**config.mk**
```make
export PLATFORM = sky130hd
export DESIGN_NAME = scrolling_led_matrix_scanner
export DESIGN_NICKNAME = d
export VERILOG_FILES = /design/src/design/slms_pkg.sv /design/src/design/slms_ram.sv /design/src/design/scrolling_led_matrix_scanner.sv
export VERILOG_INCLUDE_DIRS = /design/src /design/src/design
export SDC_FILE = /design/constraint.sdc
export NUM_CORES = 2
export LEC_CHECK = 0
export ABC_AREA = 1
export BUFFER_PORTS_ARGS = -buffer_cell sky130_fd_sc_hd__buf_2
export CAP_MARGIN = 40
export CORE_ASPECT_RATIO = 0.5
export CORE_UTILIZATION = 46
export CTS_BUF_LIST = sky130_fd_sc_hd__clkbuf_8
export CTS_CLUSTER_SIZE = 12
export DETAILED_ROUTE_END_ITERATION = 6
export PLACE_DENSITY = 0.59
export SYNTH_ARGS = -nofsm -noshare
export SYNTH_HDL_FRONTEND = slang
export SYNTH_SLANG_ARGS = --single-unit
```
**constraint.sdc**
```tcl
create_clock -name clk -period 8.35 [get_ports clk]
set_clock_uncertainty 0.2 [all_clocks]
set_input_delay 1.67 -clock clk [delete_from_list [all_inputs] [get_ports clk]]
set_output_delay 1.67 -clock clk [all_outputs]
set_load 0.005 [all_outputs]
```
**src/design/assert_macros.svh**
```systemverilog
// ----------------------------------------------------------------------------
// assert_macros.svh
// Assertion helpers used by the scanner design; all sample on posedge clk and
// are disabled while rst_n is low.
// ----------------------------------------------------------------------------
`ifndef ASSERT_MACROS_SVH
`define ASSERT_MACROS_SVH

`ifndef ASSERT_OFF
// antecedent implies consequent in the same cycle
`define ASSERT_IMPLY(lbl, ante, cons, msg) \
  lbl: assert property (@(posedge clk) disable iff (!rst_n) (ante) |-> (cons)) \
    else $error(msg);
// expression never true
`define ASSERT_NEVER(lbl, expr, msg) \
  lbl: assert property (@(posedge clk) disable iff (!rst_n) !(expr)) \
    else $error(msg);
`else
`define ASSERT_IMPLY(lbl, ante, cons, msg)
`define ASSERT_NEVER(lbl, expr, msg)
`endif

`endif

```
**src/design/slms_pkg.sv**
```systemverilog
// ----------------------------------------------------------------------------
// slms_pkg
// Types and constants of the led matrix column scanner.
// ----------------------------------------------------------------------------
package slms_pkg;

  localparam int COLUMNS    = 8;
  localparam int COL_W      = $clog2(COLUMNS);
  localparam int ROWS       = 8;
  localparam int ROW_W      = 8;
  localparam int MAX_CHARS  = 32;
  localparam int CHAR_W     = 6;
  localparam int ADDR_W     = 8;
  localparam int STORE_DEPTH = 1 << ADDR_W;
  localparam int STEP_W     = 9;            // up to (MAX_CHARS+1)*COLUMNS steps
  localparam int VPOS_W     = STEP_W + 1;
  localparam int REPS_W     = 12;           // 65535/25 fits
  localparam int TIME_W     = 16;
  localparam int CFG_IDX_W  = 2;

  // x/25 as (x*RECIP_25) >> RECIP_SHIFT, exact for 16-bit x
  localparam int RECIP_W     = 17;
  localparam int RECIP_SHIFT = 21;
  localparam logic [RECIP_W-1:0] RECIP_25 = 17'd83887;
  localparam int PROD_W      = TIME_W + RECIP_W;

  localparam logic [ROW_W-1:0] ROW_MASK = ROW_W'((1 << ROWS) - 1);

  // operations
  localparam logic [1:0] OP_LOAD  = 2'd0;
  localparam logic [1:0] OP_START = 2'd1;
  localparam logic [1:0] OP_TICK  = 2'd2;
  localparam logic [1:0] OP_NONE  = 2'd3;

  // display modes
  localparam logic [1:0] MODE_SHOW      = 2'd0;
  localparam logic [1:0] MODE_ROTATE    = 2'd1;
  localparam logic [1:0] MODE_SCROLL_RL = 2'd2;
  localparam logic [1:0] MODE_SCROLL_LR = 2'd3;

  // register indexes
  localparam logic [CFG_IDX_W-1:0] CFG_MODE  = 2'd0;
  localparam logic [CFG_IDX_W-1:0] CFG_SHOW  = 2'd1;
  localparam logic [CFG_IDX_W-1:0] CFG_MOVE  = 2'd2;
  localparam logic [CFG_IDX_W-1:0] CFG_CHARS = 2'd3;

  localparam logic [REPS_W-1:0] SHOW_REPS_RST = 12'd40;  // 1000 ms
  localparam logic [REPS_W-1:0] MOVE_REPS_RST = 12'd4;   // 100 ms
  localparam logic [CHAR_W-1:0] CHARS_RST     = 6'd1;

  typedef struct packed {
    logic [1:0]        operation;
    logic [ADDR_W-1:0] column_address;
    logic [ROW_W-1:0]  column_bits;
  } in_word_t;

  typedef struct packed {
    logic [ROW_W-1:0] row_bits;
    logic [COL_W-1:0] column_select;
    logic             column_enable;
    logic             sequence_last;
  } out_word_t;

endpackage

```
**src/design/slms_ram.sv**
```systemverilog
// ----------------------------------------------------------------------------
// slms_ram
// Single write port, single read port ram with registered read data.
// ----------------------------------------------------------------------------
module slms_ram #(
  parameter int DEPTH = 256,
  parameter int WIDTH = 8,
  parameter int AW    = $clog2(DEPTH)
) (
  input  logic             clk,
  input  logic             we,
  input  logic [AW-1:0]    waddr,
  input  logic [WIDTH-1:0] wdata,
  input  logic             re,
  input  logic [AW-1:0]    raddr,
  output logic [WIDTH-1:0] rdata
);

  logic [WIDTH-1:0] mem [DEPTH];
  logic [WIDTH-1:0] rdata_r;

  always_ff @(posedge clk) begin
    if (we) begin
      mem[waddr] <= wdata;
    end
  end

  always_ff @(posedge clk) begin
    if (re) begin
      rdata_r <= mem[raddr];
    end
  end

  assign rdata = rdata_r;

endmodule

```
**src/design/scrolling_led_matrix_scanner.sv**
```systemverilog
// ----------------------------------------------------------------------------
// scrolling_led_matrix_scanner
// Column scan sequencer for an 8x8 led matrix with show, rotate and scroll.
// ----------------------------------------------------------------------------
// Usage:
//   A word on in_word is taken at a clock edge where start is high and busy
//   is low. Load words write one column byte into the column store, start
//   words latch the registers and restart the sequence, tick words drive one
//   column slot. Every tick gives one result in the cycle after it is taken,
//   shown for a single cycle with out_strobe high; loads and starts give none.
//   Registers are written over cfg_valid/cfg_ready (ready always high); the user
//   must write them only while the block is idle, which the block does not
//   enforce. The time registers are turned into scan counts as they are written.
//   Throughput is one word per cycle: the single read port of the column
//   store is read at the accept edge and its registered output feeds
//   row_bits. busy therefore stays low.
//   Reset clears the sequencer (not running, counters zero) and loads the
//   register defaults; the column store is not cleared, and the user must read
//   entries only after they were written, which the block does not enforce. The receiver cannot hold off results.
// ----------------------------------------------------------------------------
module scrolling_led_matrix_scanner (
  input  logic                                clk,
  input  logic                                rst_n,
  input  logic                                start,
  output logic                                busy,
  input  slms_pkg::in_word_t                  in_word,
  output logic                                out_strobe,
  output slms_pkg::out_word_t                 out_word,
  input  logic                                cfg_valid,
  output logic                                cfg_ready,
  input  logic [slms_pkg::CFG_IDX_W-1:0]      cfg_index,
  input  logic [slms_pkg::TIME_W-1:0]         cfg_data
);
  import slms_pkg::*;

  // configuration
  logic [1:0]        mode_r;
  logic [REPS_W-1:0] show_reps_r, move_reps_r;
  logic [CHAR_W-1:0] chars_r;
  logic [PROD_W-1:0] recip_prod;
  logic [REPS_W-1:0] cfg_reps;
  logic              cfg_we;

  // latched sequence setup
  logic [1:0]        lat_mode_r;
  logic [REPS_W-1:0] lat_reps_r;
  logic [STEP_W-1:0] lat_steps_r;

  // sequencer state
  logic              running_r, running_nxt;
  logic [STEP_W-1:0] shift_r, shift_nxt;
  logic [REPS_W-1:0] scan_r, scan_nxt;
  logic [COL_W-1:0]  col_cnt_r, col_cnt_nxt;

  // result pipeline
  logic              out_strobe_r;
  logic              out_blank_r, out_blank_nxt;
  logic [COL_W-1:0]  out_col_r, out_col_nxt;
  logic              out_en_r;
  logic              out_last_r, out_last_nxt;

  logic              accept, do_load, do_start, do_tick;
  logic [CHAR_W-1:0] sat_chars;
  logic [REPS_W-1:0] start_reps;
  logic [STEP_W-1:0] start_steps;
  logic [VPOS_W-1:0] vpos;
  logic [VPOS_W-1:0] ppos;
  logic [ADDR_W-1:0] rd_addr;
  logic [ROW_W-1:0]  rd_data;

  assign busy      = 1'b0;
  assign cfg_ready = 1'b1;
  assign accept    = start && !busy;
  assign do_load   = accept && (in_word.operation == OP_LOAD);
  assign do_start  = accept && (in_word.operation == OP_START);
  assign do_tick   = accept && (in_word.operation == OP_TICK);
  assign cfg_we    = cfg_valid && cfg_ready;

  // divide by 25 through the reciprocal
  assign recip_prod = PROD_W'(cfg_data) * PROD_W'(RECIP_25);
  assign cfg_reps   = recip_prod[RECIP_SHIFT +: REPS_W];

  always_ff @(posedge clk) begin
    if (!rst_n) begin
      mode_r      <= MODE_SHOW;
      show_reps_r <= SHOW_REPS_RST;
      move_reps_r <= MOVE_REPS_RST;
      chars_r     <= CHARS_RST;
    end else if (cfg_we) begin
      unique case (cfg_index)
        CFG_MODE:  mode_r      <= cfg_data[1:0];
        CFG_SHOW:  show_reps_r <= cfg_reps;
        CFG_MOVE:  move_reps_r <= cfg_reps;
        CFG_CHARS: chars_r     <= cfg_data[CHAR_W-1:0];
        default:   mode_r      <= mode_r;
      endcase
    end
  end

  // start setup
  always_comb begin
    sat_chars = (chars_r > CHAR_W'(MAX_CHARS)) ? CHAR_W'(MAX_CHARS) : chars_r;
    unique case (mode_r)
      MODE_SHOW: begin
        start_reps  = show_reps_r;
        start_steps = STEP_W'(1);
      end
      MODE_ROTATE: begin
        start_reps  = move_reps_r;
        start_steps = STEP_W'(COLUMNS);
      end
      default: begin
        start_reps  = move_reps_r;
        start_steps = STEP_W'((STEP_W'(sat_chars) + STEP_W'(1)) * STEP_W'(COLUMNS));
      end
    endcase
  end

  always_ff @(posedge clk) begin
    if (do_start) begin
      lat_mode_r  <= mode_r;
      lat_reps_r  <= start_reps;
      lat_steps_r <= start_steps;
    end
  end

  // store address and slot fields for a tick
  always_comb begin
    vpos          = VPOS_W'(shift_r) + VPOS_W'(col_cnt_r);
    ppos          = vpos - VPOS_W'(COLUMNS);
    rd_addr       = ADDR_W'(col_cnt_r);
    out_col_nxt   = col_cnt_r;
    out_blank_nxt = !running_r;
    unique case (lat_mode_r)
      MODE_SHOW: begin
        rd_addr = ADDR_W'(col_cnt_r);
      end
      MODE_ROTATE: begin
        rd_addr = ADDR_W'(COL_W'(col_cnt_r + shift_r[COL_W-1:0]));
      end
      MODE_SCROLL_RL: begin
        rd_addr = ppos[ADDR_W-1:0];
        // before the strip or past its end
        if (vpos < VPOS_W'(COLUMNS) || vpos >= VPOS_W'(lat_steps_r)) begin
          out_blank_nxt = 1'b1;
        end
      end
      MODE_SCROLL_LR: begin
        rd_addr     = {ppos[ADDR_W-1:COL_W], ~ppos[COL_W-1:0]};
        out_col_nxt = ~col_cnt_r;
        if (vpos < VPOS_W'(COLUMNS) || vpos >= VPOS_W'(lat_steps_r)) begin
          out_blank_nxt = 1'b1;
        end
      end
      default: begin
        rd_addr = ADDR_W'(col_cnt_r);
      end
    endcase
    if (!running_r) begin
      out_col_nxt = '0;
    end
  end

  // counter update
  always_comb begin
    running_nxt  = running_r;
    shift_nxt    = shift_r;
    scan_nxt     = scan_r;
    col_cnt_nxt  = col_cnt_r;
    out_last_nxt = 1'b0;
    if (do_start) begin
      running_nxt = (start_reps != '0);
      shift_nxt   = '0;
      scan_nxt    = '0;
      col_cnt_nxt = '0;
    end else if (do_tick && running_r) begin
      col_cnt_nxt = col_cnt_r + COL_W'(1);
      if (col_cnt_r == COL_W'(COLUMNS - 1)) begin
        if ((REPS_W + 1)'(scan_r) + (REPS_W + 1)'(1) >= (REPS_W + 1)'(lat_reps_r)) begin
          scan_nxt = '0;
          if ((STEP_W + 1)'(shift_r) + (STEP_W + 1)'(1) >= (STEP_W + 1)'(lat_steps_r)) begin
            shift_nxt    = '0;
            running_nxt  = 1'b0;
            out_last_nxt = 1'b1;
          end else begin
            shift_nxt = shift_r + STEP_W'(1);
          end
        end else begin
          scan_nxt = scan_r + REPS_W'(1);
        end
      end
    end
  end

  always_ff @(posedge clk) begin
    if (!rst_n) begin
      running_r    <= 1'b0;
      shift_r      <= '0;
      scan_r       <= '0;
      col_cnt_r    <= '0;
      out_strobe_r <= 1'b0;
      out_last_r   <= 1'b0;
      out_en_r     <= 1'b0;
    end else begin
      running_r    <= running_nxt;
      shift_r      <= shift_nxt;
      scan_r       <= scan_nxt;
      col_cnt_r    <= col_cnt_nxt;
      out_strobe_r <= do_tick;
      out_last_r   <= out_last_nxt;
      out_en_r     <= do_tick && running_r;
    end
  end

  always_ff @(posedge clk) begin
    if (do_tick) begin
      out_blank_r <= out_blank_nxt;
      out_col_r   <= out_col_nxt;
    end
  end

  slms_ram #(
    .DEPTH (STORE_DEPTH),
    .WIDTH (ROW_W)
  ) u_store (
    .clk   (clk),
    .we    (do_load),
    .waddr (in_word.column_address),
    .wdata (in_word.column_bits),
    .re    (do_tick),
    .raddr (rd_addr),
    .rdata (rd_data)
  );

  assign out_strobe             = out_strobe_r;
  assign out_word.row_bits      = out_blank_r ? '0 : (rd_data & ROW_MASK);
  assign out_word.column_select = out_col_r;
  assign out_word.column_enable = out_en_r;
  assign out_word.sequence_last = out_last_r;

`include "assert_macros.svh"

  `ASSERT_IMPLY(a_last_enabled, out_strobe && out_word.sequence_last, out_word.column_enable, "last slot without enable")
  `ASSERT_IMPLY(a_last_stops, out_strobe && out_word.sequence_last, !running_r, "still running after last slot")
  `ASSERT_IMPLY(a_shift_bound, running_r, shift_r < lat_steps_r, "step index past sequence")
  `ASSERT_IMPLY(a_off_dark, out_strobe && !out_word.column_enable, out_word.row_bits == '0 && !out_word.sequence_last, "dark slot with rows lit")
  `ASSERT_NEVER(a_busy_low, busy, "busy raised")

endmodule

```
==> impl_metrics.ini <==
[status]
status = complete, no violations

[pwr]
internal-power_mw = 17.09
power_density_nw_per_um2 = 220.3
leakage_nw = 44.96
switching_power_mw = 6.982
p_seq_share_pct = 49.1
power_frac_clock_pct = 33.5
ir_drop_uv = 267.0
swShare_pct = 29.00
combPwrFrac_pct = 17.4

[die]
dieArea_um2 = 220200
start_util_pct = 46.59
die_h_um = 332.3
core.rowCount = 120
die_w_um = 662.6
ios = 56
core_area_um2 = 215500

[global_route]
grt-busiest-layer = met2
grt_use_total_pct = 25.06
grtUsageMet3_pct = 4.468
use_met2_pct = 38.10
grt_max_degree = 162
first_global_vias = 65009
antenna_found_initial = 13
grt_pass1_wl_um = 419200
grt.met1_usage_pct = 36.85
overflow = 0

[timing]
min_period_ps = 6292
rsz0062_at_grt = no
tns_ps = 0
period_share_pct = 75.35
hold_viol = 0
fmax_mhz = 158.9
slew_headroom_pct = 30.49
setup_viol = 0
maxSlewViolCount = 0
worstMarginPinSlew_ps = 1043

[setup_path]
critPathCaptureType = register
start_kind = primary input
critPathKind = in -> reg
crit_path_max_fanout = 6
crit_arrival_ps = 6900
required_ps = 8960

[detailed_routing]
wire_per_inst_um = 22.07
drt-initial-drc-count = 7529
wirelength_um = 281600
vias = 68509
antenna_left = 0
drc = 0
dr.pass1.iters = 6
viasPerCell = 5.369

[cts]
clkLatencyLatePin_ps = 960
hold_buffers = 0
root_buffer = clkbuf_8
cts_resized = 0
cts.sinks = 2141
cts_tree = built
path_clk_slew_ps = 60
postCtsSetupBuffers = 0
cts_max_level = 5
cts.path.max_buffers = 4
cts_buffers = 322

[synthesis]
synth_area_leaders = edfxtp_1, nand3_1, nand2_1, inv_1, nand3b_1
async_flop_share_pct = 0
ys_top_cells_by_count = edfxtp_1, nand2_1, nand3_1
ys_types = 47
yosysMostFrequentCell = edfxtp_1
ys_seq_area_share_pct = 63.45
syn_inst = 9688
synth_edf_count = 2081
synth_top_area_share_pct = 62.25
synth_ff_type = edfxtp_1
synth_top_cell_by_area = edfxtp_1
synth_nets = 9994
post_synth.cell_area_avg_um2 = 10.36
syn_area_um2 = 100400
synth-seq-cells = 2141
yosysWarnings = 0

[layout]
fillers = 19400
num-nets-final = 9961
final_cells = 12759
drive_above_1_share_pct = 6.088
syn2layout_area_growth_pct = 8.826
utilization_pct = 50.70

[flow_run]
maxCapViolCount = 0

[placement]
gp_congestion = 0.8498
io_buffers = 53
dp_cells = 12198
hpwlAfterDp_um = 160500

[worst_hold_path]
hp-class = reg -> reg
-- cell families (layout without fill, tap and decap cells) --
family | Yosys count | count (layout) | share of synthesized area, %
adders and majority gates | 266 | 266 | 4.048
and+or+nand+nor | 4790 | 4790 | 22.12
xor gates and xnor gates | 23 | 23 | 0.2156
AOI/OAI and AO/OA | 236 | 236 | 1.407
muxes | 1 | 1 | 0.009972
DFF | 2141 | 2141 | 63.45
other | 2 | 6 | 0.007481
buffers and inverters | 2229 | 2429 | 8.745
-- flip-flops by register name (all words and copies together) (netlist names), 2 cells and up --
signal         count
u_store.mem     2048
lat_reps_r        12
move_reps_r       12
col_cnt_r          3
out_col_r          3
lat_steps_r        7
lat_mode_r         2
scan_r            12
u_store.rdata      8
shift_r            9
chars_r            6
show_reps_r       12
mode_r             2
-- path summary, 6_finish.rpt --
kind / from / endpoint / slack [ps] / cells after the start
hold reg to reg: scan_r[3]$_SDFFE_PP0P_ / scan_r[3]$_SDFFE_PP0P_ / 270 / 2
hold / removal: scan_r[3]$_SDFFE_PP0P_ / scan_r[3]$_SDFFE_PP0P_ / 270 / 2
setup reg to reg: shift_r[0]$_SDFFE_PP0P_ / u_store.rdata[7]$_DFFE_PP_ / 3150 / 14
setup / recovery: cfg_data[1] / show_reps_r[8]$_SDFFE_PN0P_ / 2060 / 21
-- worst max-delay path: stages --
cell     delay [ps]
buf_2           160
fa_1            660
inv_1            80
fa_1            430
fa_1            520
fa_1            550
inv_1            60
fa_1            480
inv_1            50
fa_1            470
inv_1            40
ha_1            340
nand2_1          80
nor3_1          200
nor2_1           80
o21ai_0         550
nand2_1         140
nand3_1         130
nand3_1          90
nand2_1          70
inv_1            30
-- cell type report --
class	count	area [um2]	area share [%]
sequential	2141	63690	58.30
multi-input combinational	5318	28020	25.65
inverter	1687	6355	5.817
clock buffer	334	4597	4.208
tap	2867	3587	3.284
timing repair buffer	185	1886	1.726
clock inverter	223	1094	1.001
antenna	4	10.01	0.009163
-- per-stage QoR --
step | worst slack [ps] | hold slack (ps) | power, mW | cell area [um2]
after floorplan | 1816 | 225.9 | 14.95 | 100400
after global placement | 1079 | 256.1 | 16.24 | 103100
after detailed placement | 1106 | 261.1 | 16.25 | 103500
after CTS | 2092 | 269.3 | 24.21 | 109200
after global routing | 1799 | 282.8 | 25.15 | 109200
final | 2058 | 268.8 | 24.07 | 109200
-- power by group through the flow --
stage | logic [mW] | registers (mW) | clock network (mW)
2_1_floorplan | 2.90 | 12.0 | 0
3_3_place_gp | 4.20 | 12.0 | 0
3_5_place_dp | 4.20 | 12.0 | 0
4_1_cts | 4.23 | 11.8 | 8.17
5_1_grt | 4.74 | 11.8 | 8.60
6_report | 4.19 | 11.8 | 8.07
-- metal layers --
metal,share of wire (%),routed length [um]
met1,44,124000
met2,44,124900
met3,8.8,24820
met4,2.8,7897
met5,0.0039,11
-- placed cells by master (no fill, tap or decap), types with 7 or more instances in the layout --
master     synthesis  routed
clkinv_1           1      74
edfxtp_1        2081    2081
nand4_1           11      11
clkbuf_8           0     334
a21oi_1           92      92
nand3b_1         444     444
clkinv_2           0      14
nand3_1         1942    1941
buf_4              8      93
ha_1             168     168
nor4_1             7       7
xor2_1            17      16
buf_8              0       9
o211ai_1          64      64
nand2_2            1      17
nor2_1           361     360
fa_1              98      98
buf_12             0      27
nor3_1            21      19
nand2_1         1990    1973
dfxtp_1           60      60
o21ai_0           54      54
buf_16             0      10
inv_1           1680    1794
bufinv_16          0       7
buf_2            299      45
Power figures use the tool's default switching activity.
